`src/poc_pkg.sv`:
```
// ----------------------------------------------------------------------------
// Order crossover package
// Shared constants, command and status types for the crossover core.
// ----------------------------------------------------------------------------
package poc_pkg;

    localparam int GENE_W      = 6;
    localparam int GENE_VALUES = 1 << GENE_W;

    typedef logic [GENE_W-1:0] t_gene;

    // source of the gene placed in the output register
    typedef enum logic [1:0] {
        SRC_FIRST,
        SRC_SECOND,
        SRC_NONE
    } t_src;

    typedef struct packed {
        logic load;        // transfer of one input item
        logic mark_set;    // mark the segment gene read from the first store
        logic start_emit;  // rewind position and donor cursor
        logic put;         // write one result into the output register
        t_src src;         // where the result gene comes from
        logic skip;        // step the donor cursor past a segment gene
        logic clear_run;   // drop run state after the final result
    } t_poc_cmd;

    typedef struct packed {
        logic seg_done;
        logic pos_in_seg;
        logic donor_end;
        logic donor_marked;
        logic last_pos;
        logic out_free;
    } t_poc_status;

endpackage

```
`src/poc_ram.sv`:
```
// ----------------------------------------------------------------------------
// Generic RAM
// One write port, one read port, registered read data.
// ----------------------------------------------------------------------------
module poc_ram #(
    parameter int WIDTH = 6,
    parameter int DEPTH = 64
) (
    input  logic                     i_clk,
    input  logic                     i_wr_en,
    input  logic [$clog2(DEPTH)-1:0] i_wr_addr,
    input  logic [WIDTH-1:0]         i_wr_data,
    input  logic [$clog2(DEPTH)-1:0] i_rd_addr,
    output logic [WIDTH-1:0]         o_rd_data
);

    logic [WIDTH-1:0] r_mem [DEPTH];
    logic [WIDTH-1:0] r_rd_data;

    always_ff @(posedge i_clk) begin
        if (i_wr_en) begin
            r_mem[i_wr_addr] <= i_wr_data;
        end
        r_rd_data <= r_mem[i_rd_addr];
    end

    assign o_rd_data = r_rd_data;

endmodule

```
`src/poc_ctrl.sv`:
```
// ----------------------------------------------------------------------------
// Order crossover controller
// Sequences loading, segment marking and offspring emission.
// ----------------------------------------------------------------------------
module poc_ctrl
    import poc_pkg::*;
(
    input  logic        i_clk,
    input  logic        i_rst_n,
    input  logic        i_in_valid,
    input  logic        i_last_gene,
    input  t_poc_status i_status,
    output logic        o_in_ready,
    output t_poc_cmd    o_cmd
);

    typedef enum logic [2:0] {
        S_LOAD,
        S_MARK_ADDR,
        S_MARK_SET,
        S_EMIT_ADDR,
        S_SEG_DATA,
        S_DONOR_CHECK
    } t_state;

    t_state r_state;
    t_state n_state;

    always_comb begin
        n_state = r_state;
        o_cmd   = '0;
        o_cmd.src = SRC_NONE;
        case (r_state)
            S_LOAD: begin
                if (i_in_valid) begin
                    o_cmd.load = 1'b1;
                    if (i_last_gene) begin
                        n_state = S_MARK_ADDR;
                    end
                end
            end
            S_MARK_ADDR: begin
                if (i_status.seg_done) begin
                    o_cmd.start_emit = 1'b1;
                    n_state = S_EMIT_ADDR;
                end else begin
                    n_state = S_MARK_SET;
                end
            end
            S_MARK_SET: begin
                o_cmd.mark_set = 1'b1;
                n_state = S_MARK_ADDR;
            end
            S_EMIT_ADDR: begin
                if (i_status.pos_in_seg) begin
                    n_state = S_SEG_DATA;
                end else if (!i_status.donor_end) begin
                    n_state = S_DONOR_CHECK;
                end else if (i_status.out_free) begin
                    // second parent used up: flag the result
                    o_cmd.put = 1'b1;
                    o_cmd.src = SRC_NONE;
                    o_cmd.clear_run = i_status.last_pos;
                    n_state = i_status.last_pos ? S_LOAD : S_EMIT_ADDR;
                end
            end
            S_SEG_DATA: begin
                if (i_status.out_free) begin
                    o_cmd.put = 1'b1;
                    o_cmd.src = SRC_FIRST;
                    o_cmd.clear_run = i_status.last_pos;
                    n_state = i_status.last_pos ? S_LOAD : S_EMIT_ADDR;
                end
            end
            S_DONOR_CHECK: begin
                if (i_status.donor_marked) begin
                    o_cmd.skip = 1'b1;
                    n_state = S_EMIT_ADDR;
                end else if (i_status.out_free) begin
                    o_cmd.put = 1'b1;
                    o_cmd.src = SRC_SECOND;
                    o_cmd.clear_run = i_status.last_pos;
                    n_state = i_status.last_pos ? S_LOAD : S_EMIT_ADDR;
                end
            end
            default: begin
                n_state = S_LOAD;
            end
        endcase
    end

    always_ff @(posedge i_clk) begin
        if (!i_rst_n) begin
            r_state <= S_LOAD;
        end else begin
            r_state <= n_state;
        end
    end

    assign o_in_ready = (r_state == S_LOAD);

    a_put_needs_slot: assert property (@(posedge i_clk) disable iff (!i_rst_n)
        o_cmd.put |-> i_status.out_free)
        else $error("result written while output register occupied");

    a_put_skip_excl: assert property (@(posedge i_clk) disable iff (!i_rst_n)
        !(o_cmd.put && o_cmd.skip))
        else $error("donor skip and result write in the same cycle");

    a_final_returns: assert property (@(posedge i_clk) disable iff (!i_rst_n)
        (o_cmd.put && i_status.last_pos) |=> (r_state == S_LOAD))
        else $error("controller did not return to loading after final result");

endmodule

```
`src/poc_datapath.sv`:
```
// ----------------------------------------------------------------------------
// Order crossover datapath
// Parent stores, segment marks, counters and the output register.
// ----------------------------------------------------------------------------
module poc_datapath
    import poc_pkg::*;
#(
    parameter int MAX_GENES = 64
) (
    input  logic        i_clk,
    input  logic        i_rst_n,
    input  t_poc_cmd    i_cmd,
    input  t_gene       i_first_parent_gene,
    input  t_gene       i_second_parent_gene,
    input  t_gene       i_cut_start,
    input  t_gene       i_cut_end,
    input  logic        i_last_gene,
    input  logic        i_out_ready,
    output t_poc_status o_status,
    output logic        o_out_valid,
    output t_gene       o_child_position,
    output t_gene       o_child_gene,
    output logic        o_donor_exhausted,
    output logic        o_last_of_run
);

    localparam int AW   = $clog2(MAX_GENES);
    localparam int CW   = $clog2(MAX_GENES + 1);
    localparam int CMPW = (CW > GENE_W) ? CW : GENE_W;

    logic [CW-1:0]          r_count;
    logic [CW-1:0]          r_lo;
    logic [CW-1:0]          r_hi;
    logic [CW-1:0]          r_n;
    logic [CW-1:0]          r_pos;
    logic [CW-1:0]          r_cursor;
    logic [GENE_VALUES-1:0] r_mark;

    logic  r_out_valid;
    t_gene r_out_pos;
    t_gene r_out_gene;
    logic  r_out_exh;
    logic  r_out_last;

    logic          w_store;
    logic [CW-1:0] n_len;
    logic [CW-1:0] n_lo;
    logic [CW-1:0] n_hi;
    logic [CMPW-1:0] w_len_x;
    logic [CMPW-1:0] w_cs_x;
    logic [CMPW-1:0] w_ce_x;
    t_gene         w_first_rd;
    t_gene         w_second_rd;
    t_gene         w_put_gene;

    assign w_store = i_cmd.load && (r_count < CW'(MAX_GENES));

    poc_ram #(.WIDTH(GENE_W), .DEPTH(MAX_GENES)) u_first_store (
        .i_clk     (i_clk),
        .i_wr_en   (w_store),
        .i_wr_addr (r_count[AW-1:0]),
        .i_wr_data (i_first_parent_gene),
        .i_rd_addr (r_pos[AW-1:0]),
        .o_rd_data (w_first_rd)
    );

    poc_ram #(.WIDTH(GENE_W), .DEPTH(MAX_GENES)) u_second_store (
        .i_clk     (i_clk),
        .i_wr_en   (w_store),
        .i_wr_addr (r_count[AW-1:0]),
        .i_wr_data (i_second_parent_gene),
        .i_rd_addr (r_cursor[AW-1:0]),
        .o_rd_data (w_second_rd)
    );

    // genome length and clamped, ordered cut points for the closing item
    always_comb begin
        n_len   = w_store ? (r_count + CW'(1)) : r_count;
        w_len_x = CMPW'(n_len);
        w_cs_x  = CMPW'(i_cut_start);
        w_ce_x  = CMPW'(i_cut_end);
        if (w_cs_x > w_len_x) begin
            w_cs_x = w_len_x;
        end
        if (w_ce_x > w_len_x) begin
            w_ce_x = w_len_x;
        end
        if (w_cs_x > w_ce_x) begin
            n_lo = w_ce_x[CW-1:0];
            n_hi = w_cs_x[CW-1:0];
        end else begin
            n_lo = w_cs_x[CW-1:0];
            n_hi = w_ce_x[CW-1:0];
        end
    end

    always_comb begin
        case (i_cmd.src)
            SRC_FIRST:  w_put_gene = w_first_rd;
            SRC_SECOND: w_put_gene = w_second_rd;
            default:    w_put_gene = '0;
        endcase
    end

    // control state
    always_ff @(posedge i_clk) begin
        if (!i_rst_n) begin
            r_count     <= '0;
            r_mark      <= '0;
            r_out_valid <= 1'b0;
        end else begin
            if (i_cmd.clear_run) begin
                r_count <= '0;
                r_mark  <= '0;
            end else begin
                if (w_store) begin
                    r_count <= r_count + CW'(1);
                end
                if (i_cmd.mark_set) begin
                    r_mark[w_first_rd] <= 1'b1;
                end
            end
            if (i_cmd.put) begin
                r_out_valid <= 1'b1;
            end else if (i_out_ready) begin
                r_out_valid <= 1'b0;
            end
        end
    end

    // run counters and result payload
    always_ff @(posedge i_clk) begin
        if (i_cmd.load && i_last_gene) begin
            r_n   <= n_len;
            r_lo  <= n_lo;
            r_hi  <= n_hi;
            r_pos <= n_lo;
        end else if (i_cmd.start_emit) begin
            r_pos    <= '0;
            r_cursor <= '0;
        end else begin
            if (i_cmd.mark_set || i_cmd.put) begin
                r_pos <= r_pos + CW'(1);
            end
            if (i_cmd.skip || (i_cmd.put && i_cmd.src == SRC_SECOND)) begin
                r_cursor <= r_cursor + CW'(1);
            end
        end
        if (i_cmd.put) begin
            r_out_pos  <= r_pos[GENE_W-1:0];
            r_out_gene <= w_put_gene;
            r_out_exh  <= (i_cmd.src == SRC_NONE);
            r_out_last <= o_status.last_pos;
        end
    end

    always_comb begin
        o_status.seg_done     = (r_pos >= r_hi);
        o_status.pos_in_seg   = (r_pos >= r_lo) && (r_pos < r_hi);
        o_status.donor_end    = (r_cursor >= r_n);
        o_status.donor_marked = r_mark[w_second_rd];
        o_status.last_pos     = ((r_pos + CW'(1)) == r_n);
        o_status.out_free     = !r_out_valid || i_out_ready;
    end

    assign o_out_valid       = r_out_valid;
    assign o_child_position  = r_out_pos;
    assign o_child_gene      = r_out_gene;
    assign o_donor_exhausted = r_out_exh;
    assign o_last_of_run     = r_out_last;

    a_run_cleared: assert property (@(posedge i_clk) disable iff (!i_rst_n)
        i_cmd.clear_run |=> (r_count == '0) && (r_mark == '0))
        else $error("run state not cleared after final result");

    a_count_bound: assert property (@(posedge i_clk) disable iff (!i_rst_n)
        r_count <= CW'(MAX_GENES))
        else $error("loaded count beyond store depth");

endmodule

```
`src/permutation_order_crossover_core.sv`:
```
// ----------------------------------------------------------------------------
// Permutation order crossover core
// Order crossover of two streamed parent permutations into one child.
// ----------------------------------------------------------------------------
// Each input transfer loads one position of both parents; the transfer with
// last_gene set closes the genome (at most MAX_GENES positions) and supplies
// the cut points. The core then marks the segment genes, with an address step
// and a set step per segment position plus a closing address step, and emits
// the child one position per result: an address step and a data step per
// position (only the address step where the second parent is already used
// up), plus an address step and a check step for every second-parent gene
// skipped because it lies in the segment. A result waits while the output
// register is occupied. Each phase steps through a parent store over its
// single registered read port. Input is taken only between runs; a new run
// may load while the final result waits to transfer.
module permutation_order_crossover_core
    import poc_pkg::*;
#(
    parameter int MAX_GENES = 64
) (
    input  logic  i_clk,
    input  logic  i_rst_n,
    input  logic  i_in_valid,
    output logic  o_in_ready,
    input  t_gene i_first_parent_gene,
    input  t_gene i_second_parent_gene,
    input  t_gene i_cut_start,
    input  t_gene i_cut_end,
    input  logic  i_last_gene,
    output logic  o_out_valid,
    input  logic  i_out_ready,
    output t_gene o_child_position,
    output t_gene o_child_gene,
    output logic  o_donor_exhausted,
    output logic  o_last_of_run
);

    t_poc_cmd    w_cmd;
    t_poc_status w_status;

    poc_ctrl u_ctrl (
        .i_clk       (i_clk),
        .i_rst_n     (i_rst_n),
        .i_in_valid  (i_in_valid),
        .i_last_gene (i_last_gene),
        .i_status    (w_status),
        .o_in_ready  (o_in_ready),
        .o_cmd       (w_cmd)
    );

    poc_datapath #(.MAX_GENES(MAX_GENES)) u_datapath (
        .i_clk                (i_clk),
        .i_rst_n              (i_rst_n),
        .i_cmd                (w_cmd),
        .i_first_parent_gene  (i_first_parent_gene),
        .i_second_parent_gene (i_second_parent_gene),
        .i_cut_start          (i_cut_start),
        .i_cut_end            (i_cut_end),
        .i_last_gene          (i_last_gene),
        .i_out_ready          (i_out_ready),
        .o_status             (w_status),
        .o_out_valid          (o_out_valid),
        .o_child_position     (o_child_position),
        .o_child_gene         (o_child_gene),
        .o_donor_exhausted    (o_donor_exhausted),
        .o_last_of_run        (o_last_of_run)
    );

endmodule

```
`config.mk`:
```
export PLATFORM = sky130hd
export DESIGN_NAME = permutation_order_crossover_core
export DESIGN_NICKNAME = d
export VERILOG_FILES = /design/src/poc_pkg.sv /design/src/poc_ram.sv /design/src/poc_ctrl.sv /design/src/poc_datapath.sv /design/src/permutation_order_crossover_core.sv
export SDC_FILE = /design/constraint.sdc
export NUM_CORES = 1
export LEC_CHECK = 0
export ABC_AREA = 0
export BUFFER_PORTS_ARGS = -buffer_cell sky130_fd_sc_hd__buf_4
export CAP_MARGIN = 20
export CORE_UTILIZATION = 55
export CTS_CLUSTER_DIAMETER = 40
export DETAILED_ROUTE_END_ITERATION = 8
export HOLD_SLACK_MARGIN = 0.1
export PLACE_DENSITY = 0.8
export RECOVER_POWER = 50
export SLEW_MARGIN = 15
export SYNTH_ARGS = -nofsm -noshare
export SYNTH_HDL_FRONTEND = slang
export SYNTH_SLANG_ARGS = --single-unit
```
`constraint.sdc`:
```
create_clock -name i_clk -period 6.45 [get_ports i_clk]
set_input_delay 1.29 -clock i_clk [delete_from_list [all_inputs] [get_ports i_clk]]
set_output_delay 1.29 -clock i_clk [all_outputs]
set_load 0.005 [all_outputs]
```
==> flow_metrics.env <==
export IMPL_status="finished, violations left"
export IMPL_violations="capacitance limit, slew limit"
export IMPL_track_usage_pct=26.1
export IMPL_grt_start_max_net_pins=65
export IMPL_clock_latency_ps=670
export IMPL_place_hpwl_um=49400
export IMPL_setup_tns_ps=0
export IMPL_grt_pass1_vias=19200
export IMPL_numCtsBuffers=104
export IMPL_n_antenna_cell=0
export IMPL_clk_pin_slew_ps=60
export IMPL_relSlewSlack_pct=-103
export IMPL_multi_input_area_sq_mm=0.00944
export IMPL_placement_rows=93
export IMPL_drive_above_1_share_pct=27.2
export IMPL_hold_viol=0
export IMPL_dieArea_sq_mm=0.0669
export IMPL_grt_overflow_total=0
export IMPL_vias=18900
export IMPL_drc=0
export IMPL_ant_nets=0
export IMPL_critPathKind="reg2reg"
export IMPL_fin_crit_sh_pct=91.1
export IMPL_powerDensity_mw_per_mm2=336
export IMPL_crit_path_start_kind="flip-flop"
export IMPL_synth_flop_cell="edfxtp_1"
export IMPL_ios=45
export IMPL_min_period_ps=5880
export IMPL_arrival_ps=6330
export IMPL_vias_per_cell=6.46
export IMPL_cts_root_buf="clkbuf_16"
export IMPL_synth_warnings=0
export IMPL_synth_edf_count=817
export IMPL_clockBufferDepth=3
export IMPL_hold_path_class="reg2reg"
export IMPL_drt_total_wl_um=85500
export IMPL_cts_tree="done"
export IMPL_area_growth_pct=13.8
export IMPL_h_tree_depth=3
export IMPL_setup_violations=0
export IMPL_fmax_mhz=170
export IMPL_antenna_found_initial=0
export IMPL_peakVddDrop_v=0.000385
export IMPL_dieWidth_um=259
export IMPL_initial_utilization_pct=55.9
export IMPL_core_area_sq_mm=0.0648
export IMPL_grt_first_pass_wirelength_um=126000
export IMPL_cp_end_kind="flip-flop"
export IMPL_nFillCells=4101
export IMPL_dr_pass1_iters=5
export IMPL_syn_area_sq_mm=0.0362
export IMPL_post_cts_buffers=0
export IMPL_syn_area_per_cell_sq_um=19.5
export IMPL_yosysSeqAreaShare_pct=72.5
export IMPL_nNetsFinal=2052
export IMPL_cts_resized=0
export IMPL_numClockSinks=904
export IMPL_p_leak_nw=13.5
export IMPL_place_congestion=0.856
export IMPL_path_max_fanout=12
export IMPL_die_h_um=259
export IMPL_worstPathRequired_ps=6900
export IMPL_io_buffers=44
export IMPL_ys_types=67
export IMPL_preCtsSetupSlack_ps=424
export IMPL_wire_per_inst_um=29.2
export IMPL_finClkSkew_ps=23.1
export IMPL_netlist_instances=1860
export IMPL_synth_seq_cells=904
export IMPL_drt_iter0_drc=2374
export IMPL_drv_cap=14
export IMPL_rsz0062_at_grt="false"
export IMPL_seqCellArea_sq_mm=0.0263
export IMPL_tightestPinTransition_ps=3040
export IMPL_synthArstFlopShare_pct=0
export IMPL_worst_slack_ps=573
export IMPL_ctsHoldBuffers=0
export IMPL_drv_slew=839
-- final timing paths --
path	from	end	slack, ps	cells after the start
max reg2reg	u_ctrl.r_state[0]$_SDFFE_PN0P_	u_datapath.r_pos[2]$_DFFE_PP_	570	22
min	u_datapath.r_mark[46]$_SDFFE_PP0P_	u_datapath.r_mark[46]$_SDFFE_PP0P_	460	2
max	u_ctrl.r_state[0]$_SDFFE_PN0P_	u_datapath.r_pos[2]$_DFFE_PP_	570	22
min reg2reg	u_datapath.r_mark[46]$_SDFFE_PP0P_	u_datapath.r_mark[46]$_SDFFE_PP0P_	460	2
-- worst max-delay path: stages (launching register included) --
cell,delay [ps]
dfxtp_1,410
nor4_1,660
and3_1,330
nand3_1,120
nor2_1,150
xor2_1,200
inv_1,130
ha_1,320
nand3_1,70
a211o_1,310
or3_1,510
and2_1,350
a21oi_1,250
inv_1,70
ha_1,200
nor2b_1,110
o21a_1,120
o21a_1,140
o31a_1,380
a41oi_1,120
a32oi_2,310
nor2_1,110
o32ai_1,290
-- final cells by class --
| cell class | count | area share, % |
|---|---|---|
| clock buffers | 121 | 6.72 |
| flip-flops and latches | 904 | 63.7 |
| repair buffers | 114 | 1.91 |
| well taps | 855 | 2.59 |
| clock inverters | 74 | 1.78 |
| inverters | 40 | 0.364 |
| multi-input cells | 823 | 22.9 |
-- registers in the layout, summed over array words and instances, names as in the netlist, 7 cells and up --
name,cells
u_datapath.r_pos,7
u_datapath.u_second_store.r_mem,384
u_datapath.r_cursor,7
u_datapath.r_n,7
u_datapath.r_hi,7
u_datapath.r_mark,64
u_datapath.r_count,7
u_datapath.u_first_store.r_mem,384
u_datapath.r_lo,7
-- where the power goes --
part           switching, W  internal (W)  total (W)  leakage, nW
logic              0.000742      0.000574    0.00132         3.71
clock network       0.00245       0.00345    0.00591         1.69
registers          0.000136       0.00648    0.00662         8.05
total               0.00333        0.0105     0.0138         13.5
-- kinds of logic (layout without fill, tap and decap cells) --
logic type | Yosys count | after routing | share of synthesized area, %
XOR/XNOR | 27 | 27 | 0.766
adder cells (fa/ha/maj) | 37 | 37 | 1.27
flip-flops | 904 | 904 | 72.5
buffers and inverters | 135 | 349 | 1.61
AND/OR/NAND/NOR | 310 | 310 | 3.89
multiplexers | 289 | 289 | 17.2
other | 2 | 4 | 0.0207
AO/OA/AOI/OAI | 156 | 156 | 2.72
-- routing by layer --
| layer | vias to the layer above | part of all wire [%] | GRT usage [%] | routed length [um] |
|---|---|---|---|---|
| met1 | 9847 | 37 | 34.2 | 31600 |
| met4 | 0 | 3.9 | 10.4 | 3330 |
| met2 | 1083 | 51 | 43.8 | 43500 |
| met3 | 192 | 8.2 | 4.49 | 7050 |
| met5 | - | 0 | 0 | 0 |
| li1 | 7810 | - | - | - |
-- cells in the final DEF (no fill, tap or decap), drive strengths merged, types with 13 or more instances in the layout --
master,n
a21oi,78
edfxtp,817
nand3,21
o21ai,20
xnor2,17
nor2,173
inv,60
nor2b,13
buf,74
mux4,267
ha,36
dfxtp,87
clkbuf,161
nand2,36
mux2i,16
clkinv,35
-- synth_stat cells (4+ instances only) --
cell type	number	area, sq um
xnor2_1	17	149
nor3_1	11	55.1
edfxtp_1	817	24500
clkbuf_1	55	206
o32ai_1	4	35.0
a21o_1	6	45.0
nand2b_1	12	75.1
a21oi_1	78	390
o21a_1	5	37.5
buf_1	27	101
mux2_2	6	67.6
nand3b_1	5	37.5
nor2_1	171	642
nand3_1	21	105
nand2_1	36	135
mux2i_1	16	160
buf_6	9	101
or3_1	4	25.0
xor2_1	7	61.3
or2_2	4	25.0
mux4_2	267	6010
a211oi_1	4	30.0
dfxtp_1	87	1740
o31ai_1	10	75.1
a22o_1	6	52.6
and3_1	9	56.3
nand4_1	7	43.8
o21ai_0	17	85.1
nor2b_1	13	81.3
ha_1	36	450
inv_1	40	150
-- through the flow --
stage	hold WS [ps]	instances	util, %	instance area [sq um]	total power (W)
6_report	463	2931	63.6	41200	0.0138
5_1_grt	483	2931	63.6	41200	0.0142
4_1_cts	467	2925	63.7	41300	0.0139
3_5_place_dp	453	2730	58.3	37800	0.00802
3_3_place_gp	441	2721	58.1	37700	0.00798
2_1_floorplan	431	1862	-	36200	0.00755
Note: power is estimated with default switching activity, not from simulation.
